==> src/rtl/core/aesctr_front.sv <==
// ----------------------------------------------------------------------------
// aesctr_front
// Two-entry input queue that takes bytes and flags from the input channel.
// ----------------------------------------------------------------------------
`default_nettype none

module aesctr_front (
    input  wire logic       i_clk,
    input  wire logic       i_rst_n,
    input  wire logic       i_valid,
    output logic            o_stall,
    input  wire logic [7:0] i_data,
    input  wire logic       i_last,
    output logic            o_q_valid,
    output logic [7:0]      o_q_data,
    output logic            o_q_last,
    input  wire logic       i_q_pop
);

    logic [8:0] r_mem [2];
    logic       r_wr_ptr, r_rd_ptr;
    logic [1:0] r_count;
    logic       push;

    assign o_stall   = (r_count == 2'd2);
    assign push      = i_valid && !o_stall;
    assign o_q_valid = (r_count != 2'd0);
    assign o_q_data  = r_mem[r_rd_ptr][8:1];
    assign o_q_last  = r_mem[r_rd_ptr][0];

    always_ff @(posedge i_clk) begin
        if (!i_rst_n) begin
            r_wr_ptr <= 1'b0;
            r_rd_ptr <= 1'b0;
            r_count  <= 2'd0;
        end else begin
            if (push) begin
                r_wr_ptr <= !r_wr_ptr;
            end
            if (i_q_pop) begin
                r_rd_ptr <= !r_rd_ptr;
            end
            r_count <= r_count + {1'b0, push} - {1'b0, i_q_pop};
        end
        if (push) begin
            r_mem[r_wr_ptr] <= {i_data, i_last};
        end
    end

    a_no_overflow: assert property (@(posedge i_clk) disable iff (!i_rst_n)
        r_count != 2'd3) else $error("input queue count out of range");
    a_no_underflow: assert property (@(posedge i_clk) disable iff (!i_rst_n)
        i_q_pop |-> o_q_valid) else $error("pop from empty input queue");
    a_push_count: assert property (@(posedge i_clk) disable iff (!i_rst_n)
        (push && !i_q_pop) |=> (r_count == $past(r_count) + 2'd1))
        else $error("queue count missed a push");

endmodule

`default_nettype wire

==> config.mk <==
export PLATFORM = sky130hd
export DESIGN_NAME = aesctr_front
export DESIGN_NICKNAME = d
export VERILOG_FILES = /design/src/rtl/core/aesctr_front.sv
export SDC_FILE = /design/constraint.sdc
export NUM_CORES = 1
export LEC_CHECK = 0
export ABC_AREA = 1
export BUFFER_PORTS_ARGS = -buffer_cell sky130_fd_sc_hd__buf_2
export CORE_ASPECT_RATIO = 0.6
export CORE_MARGIN = 4
export CORE_UTILIZATION = 40
export DETAILED_ROUTE_END_ITERATION = 10
export PLACE_DENSITY = 0.6
export RECOVER_POWER = 25
export SLEW_MARGIN = 0
export SYNTH_ARGS = -nofsm -noshare
export SYNTH_HDL_FRONTEND = slang
export SYNTH_SLANG_ARGS = --single-unit
==> constraint.sdc <==
create_clock -name i_clk -period 2.05 [get_ports i_clk]
set_clock_uncertainty 0.05 [all_clocks]
set_input_delay 0.1025 -clock i_clk [delete_from_list [all_inputs] [get_ports i_clk]]
set_output_delay 0.1025 -clock i_clk [all_outputs]
set_load 0.005 [all_outputs]
==> summary by stage <==
GRT
The global-route usage over all layers is 9.65%. The wire length of the first global-routing pass is 2150 um. The number of global-route vias before repair is around 470. The number of antenna violations at the first check in global routing is 0. Summed over all layers, the global routing overflow is 0. Entering global routing, the biggest net connects 13 pins.

Timing
Setup violations remaining at the end of the flow were counted as 0. The setup TNS after final layout is 0 ns. The final count of hold timing violations is 0.

The worst hold margin is 0.0393 ns. Setup repair after global routing left no endpoint under its margin. At the pin with the least slew margin, the transition time is 0.593 ns. The max-slew violation count is 0. After layout, the minimum clock period comes to 1.59 ns. Derived from the worst setup path, the maximum achievable clock frequency is 628 MHz. The worst max-slew margin expressed relative to the limit is 60.4%. Dividing the final minimum period by the clock period gives 77.7%.

Logic synthesis
Of the synthesized area, sequential elements account for a little over two thirds. The top cell type by area accounts for 58.9% of the synthesized area. The number of flops mapped to enable cells by yosys is 18. The synthesized net count is 77.

The proportion of synthesized area in mux cells is 14.7%. The xor and xnor fraction of the mapped netlist area is 0%. The async set-or-reset flop fraction in the synthesized netlist is 0%. The prevailing post-synth register cell is edfxtp_1.

The adder-cell area share of the yosys netlist is ~2.7%. The synthesized netlist occupies a cell area of 918 um2. The synthesized area divided by synthesized cell count is 14.8 um2.

The synthesized netlist devotes under 10% of its cell area to simple gates. By count the netlist is led by 18 x edfxtp_1, 10 x nand2_1, 9 x mux2_4. The dominant combinational cell family by area after synthesis is multiplexers. In the post-synthesis netlist, the biggest area contributors are edfxtp_1 59%, mux2_4 15%, dfxtp_1 11%. The count of unique library cells instantiated by Yosys is 10. The most frequent cell after synthesis is edfxtp_1. After synthesis the netlist holds a flip-flop and latch count of 23. The warning count from the yosys run is 0.

The compound-cell area share of the yosys netlist is approximately 1.1%. The cell count after synthesis came out at 62. edfxtp_1 takes more of the synthesized area than any other cell.

Drt
The remaining antenna violation count is 0. Across all layers, the routed design uses 557 vias. The number of detailed-route iterations in the first pass is 4. Wires add up to 1410 um. The number of vias per cell is 4.35. The initial detailed-routing violation count is 38. The routed length per placed instance is 11.0 um.

After detailed routing, the number of remaining DRC violations is 0.

Min path
The path class of the lowest-slack min-delay path is in -> reg.

Setup path
The launching element type of the critical path is a register. Together, buffers and inverters on the worst path number 1. Among cell families on the critical path, the largest total delay comes from flip-flops. STA classifies the critical path endpoint as an output pin. Of all nets on the critical path, the largest fanout is 9. Among all stages on the critical path, the largest delay is contributed by dfxtp_1. The required time of the critical path is between 1.5 and 2 ns. Walking the worst path, the cells encountered are mux2_4, buf_2.

Data on the critical path arrives at its endpoint at 1.44 ns. The delay of the slowest cell on the worst path is ~0.7 ns. The kind of critical path is reg -> out.

Layout
Counting the fill cells in the layout gives 191. The core utilization of the finished layout is 55.1%. The area added between synthesis and finish is 30.8%. Of the cells placed in the final design, the portion with a size suffix greater than 1 is 35.7%. The area of combinational cells with multiple inputs is approximately 240 um2. The total number of nets in the final design is 114.

The repair_antennas step left the layout with diodes totalling 0. The area occupied by registers is 641 um2.

Flow run
The tool flagged a number of max-cap violations equal to 0.

Status
The flow ran to the end, and the final reports show no timing, DRC or antenna violations.

Pwr
The worst supply voltage drop on vdd is 551 uV. In this run the power density over the cells is roughly 840 nW/um2. For this design the static power due to leakage is roughly 0.53 nW. The total power after layout is 1.01 mW.

Floorplanning
The full die area is 3150 um2. The die is 69.9 um wide. The initialized floorplan defines 13 standard-cell rows. The floorplan core area is 2180 um2.

For this configuration, the core starts out at a cell density of 42.1%. The number of ports placed on the die boundary is 24. In this run the vertical extent of the chip is 45.1 um.

Clocking
The count of hold-fix buffers inserted at cts is 9. The total setup buffers inserted after CTS is 0. The clock insertion delay at the later pin of the skew report is between 0.2 and 0.3 ns.

The count of H-tree levels built during CTS is 1. TritonCTS built the clock tree. Once the clock tree was built, the resizer swapped 0 gates to a different size. The sink count of the clock tree is 23. The longest clock path from root to sink contains 2 buffers. Clock-pin slew was measured on the worst setup and hold paths at 0.07 ns.

In this run, CTS created clock tree buffers numbering 3. The cell at the root of the clock tree is clkbuf_8.

Place
The final HPWL from detailed placement is approximately 1000 um. The count of buffers added on input and output ports is 23. Routability-driven placement finished with a final weighted congestion of 0.772.
-- final timing paths --
path                            slack [ns]           to  cells after the start       start
worst max-delay path                  0.46  o_q_data[3]                      2    register
worst max register to register        0.51   r_count[1]                     10  r_count[0]
worst min register to register        0.46     register                      2    r_rd_ptr
worst min-delay path                  0.04   r_count[0]                      3     i_rst_n
-- per-stage QoR --
| step | worst slack (ns) | cells | instance area, um2 |
|---|---|---|---|
| floorplan | 0.636 | 62 | 918 |
| global placement | 0.569 | 115 | 1070 |
| detailed placement | 0.533 | 115 | 1070 |
| CTS | 0.433 | 128 | 1200 |
| global route | 0.375 | 128 | 1200 |
| finish | 0.458 | 128 | 1200 |
-- final cells by class --
class | count | share of cell area, %
sequential | 23 | 53.3
timing repair buffer | 33 | 17.6
inverter | 7 | 2.19
clock buffer | 4 | 3.75
tap | 30 | 3.13
multi-input combinational | 31 | 20.0
-- layer usage --
layer,vias up,share of wire (%),global-route usage (%)
met5,-,0,0
met2,19,42,13.1
met1,250,49,13.0
met4,0,0.57,4.58
li1,286,-,-
met3,2,7.9,4.67
-- flip-flops by register name, indices dropped and copies added (netlist names), named ones only --
name and flops:
r_rd_ptr 1, r_count 2, r_wr_ptr 1, r_mem 18
-- cell usage in the layout, fill, tap and decap left out --
master / n
nand3_1: 2
ha_1: 2
clkbuf_1: 2
clkbuf_8: 3
edfxtp_1: 18
buf_4: 1
dfxtp_1: 5
a21oi_1: 2
nor2_1: 6
dlygate4sd3_1: 9
buf_2: 22
inv_1: 7
nand2_1: 10
mux2_4: 9
-- report_power, final --
part | total, mW | switching, mW | internal [mW] | leakage (nW)
Sequential | 0.574 | 0.0217 | 0.552 | 0.209
Combinational | 0.173 | 0.0777 | 0.0954 | 0.301
Clock | 0.264 | 0.126 | 0.138 | 0.0228
Total | 1.01 | 0.225 | 0.786 | 0.533
-- logic make-up (layout without fill, tap and decap cells) --
kind of cell,count (synthesis),count (layout)
adders and majority gates,2,2
and+or+nand+nor,18,18
DFF,23,23
AOI/OAI and AO/OA,2,2
muxes,9,9
buffers and inverters,8,44
-- tightest hold or removal path: stages --
cell and delay, ns:
buf_2 0.12, nand2_1 0.06, inv_1 0.04
(Power assumes the default switching activity.)
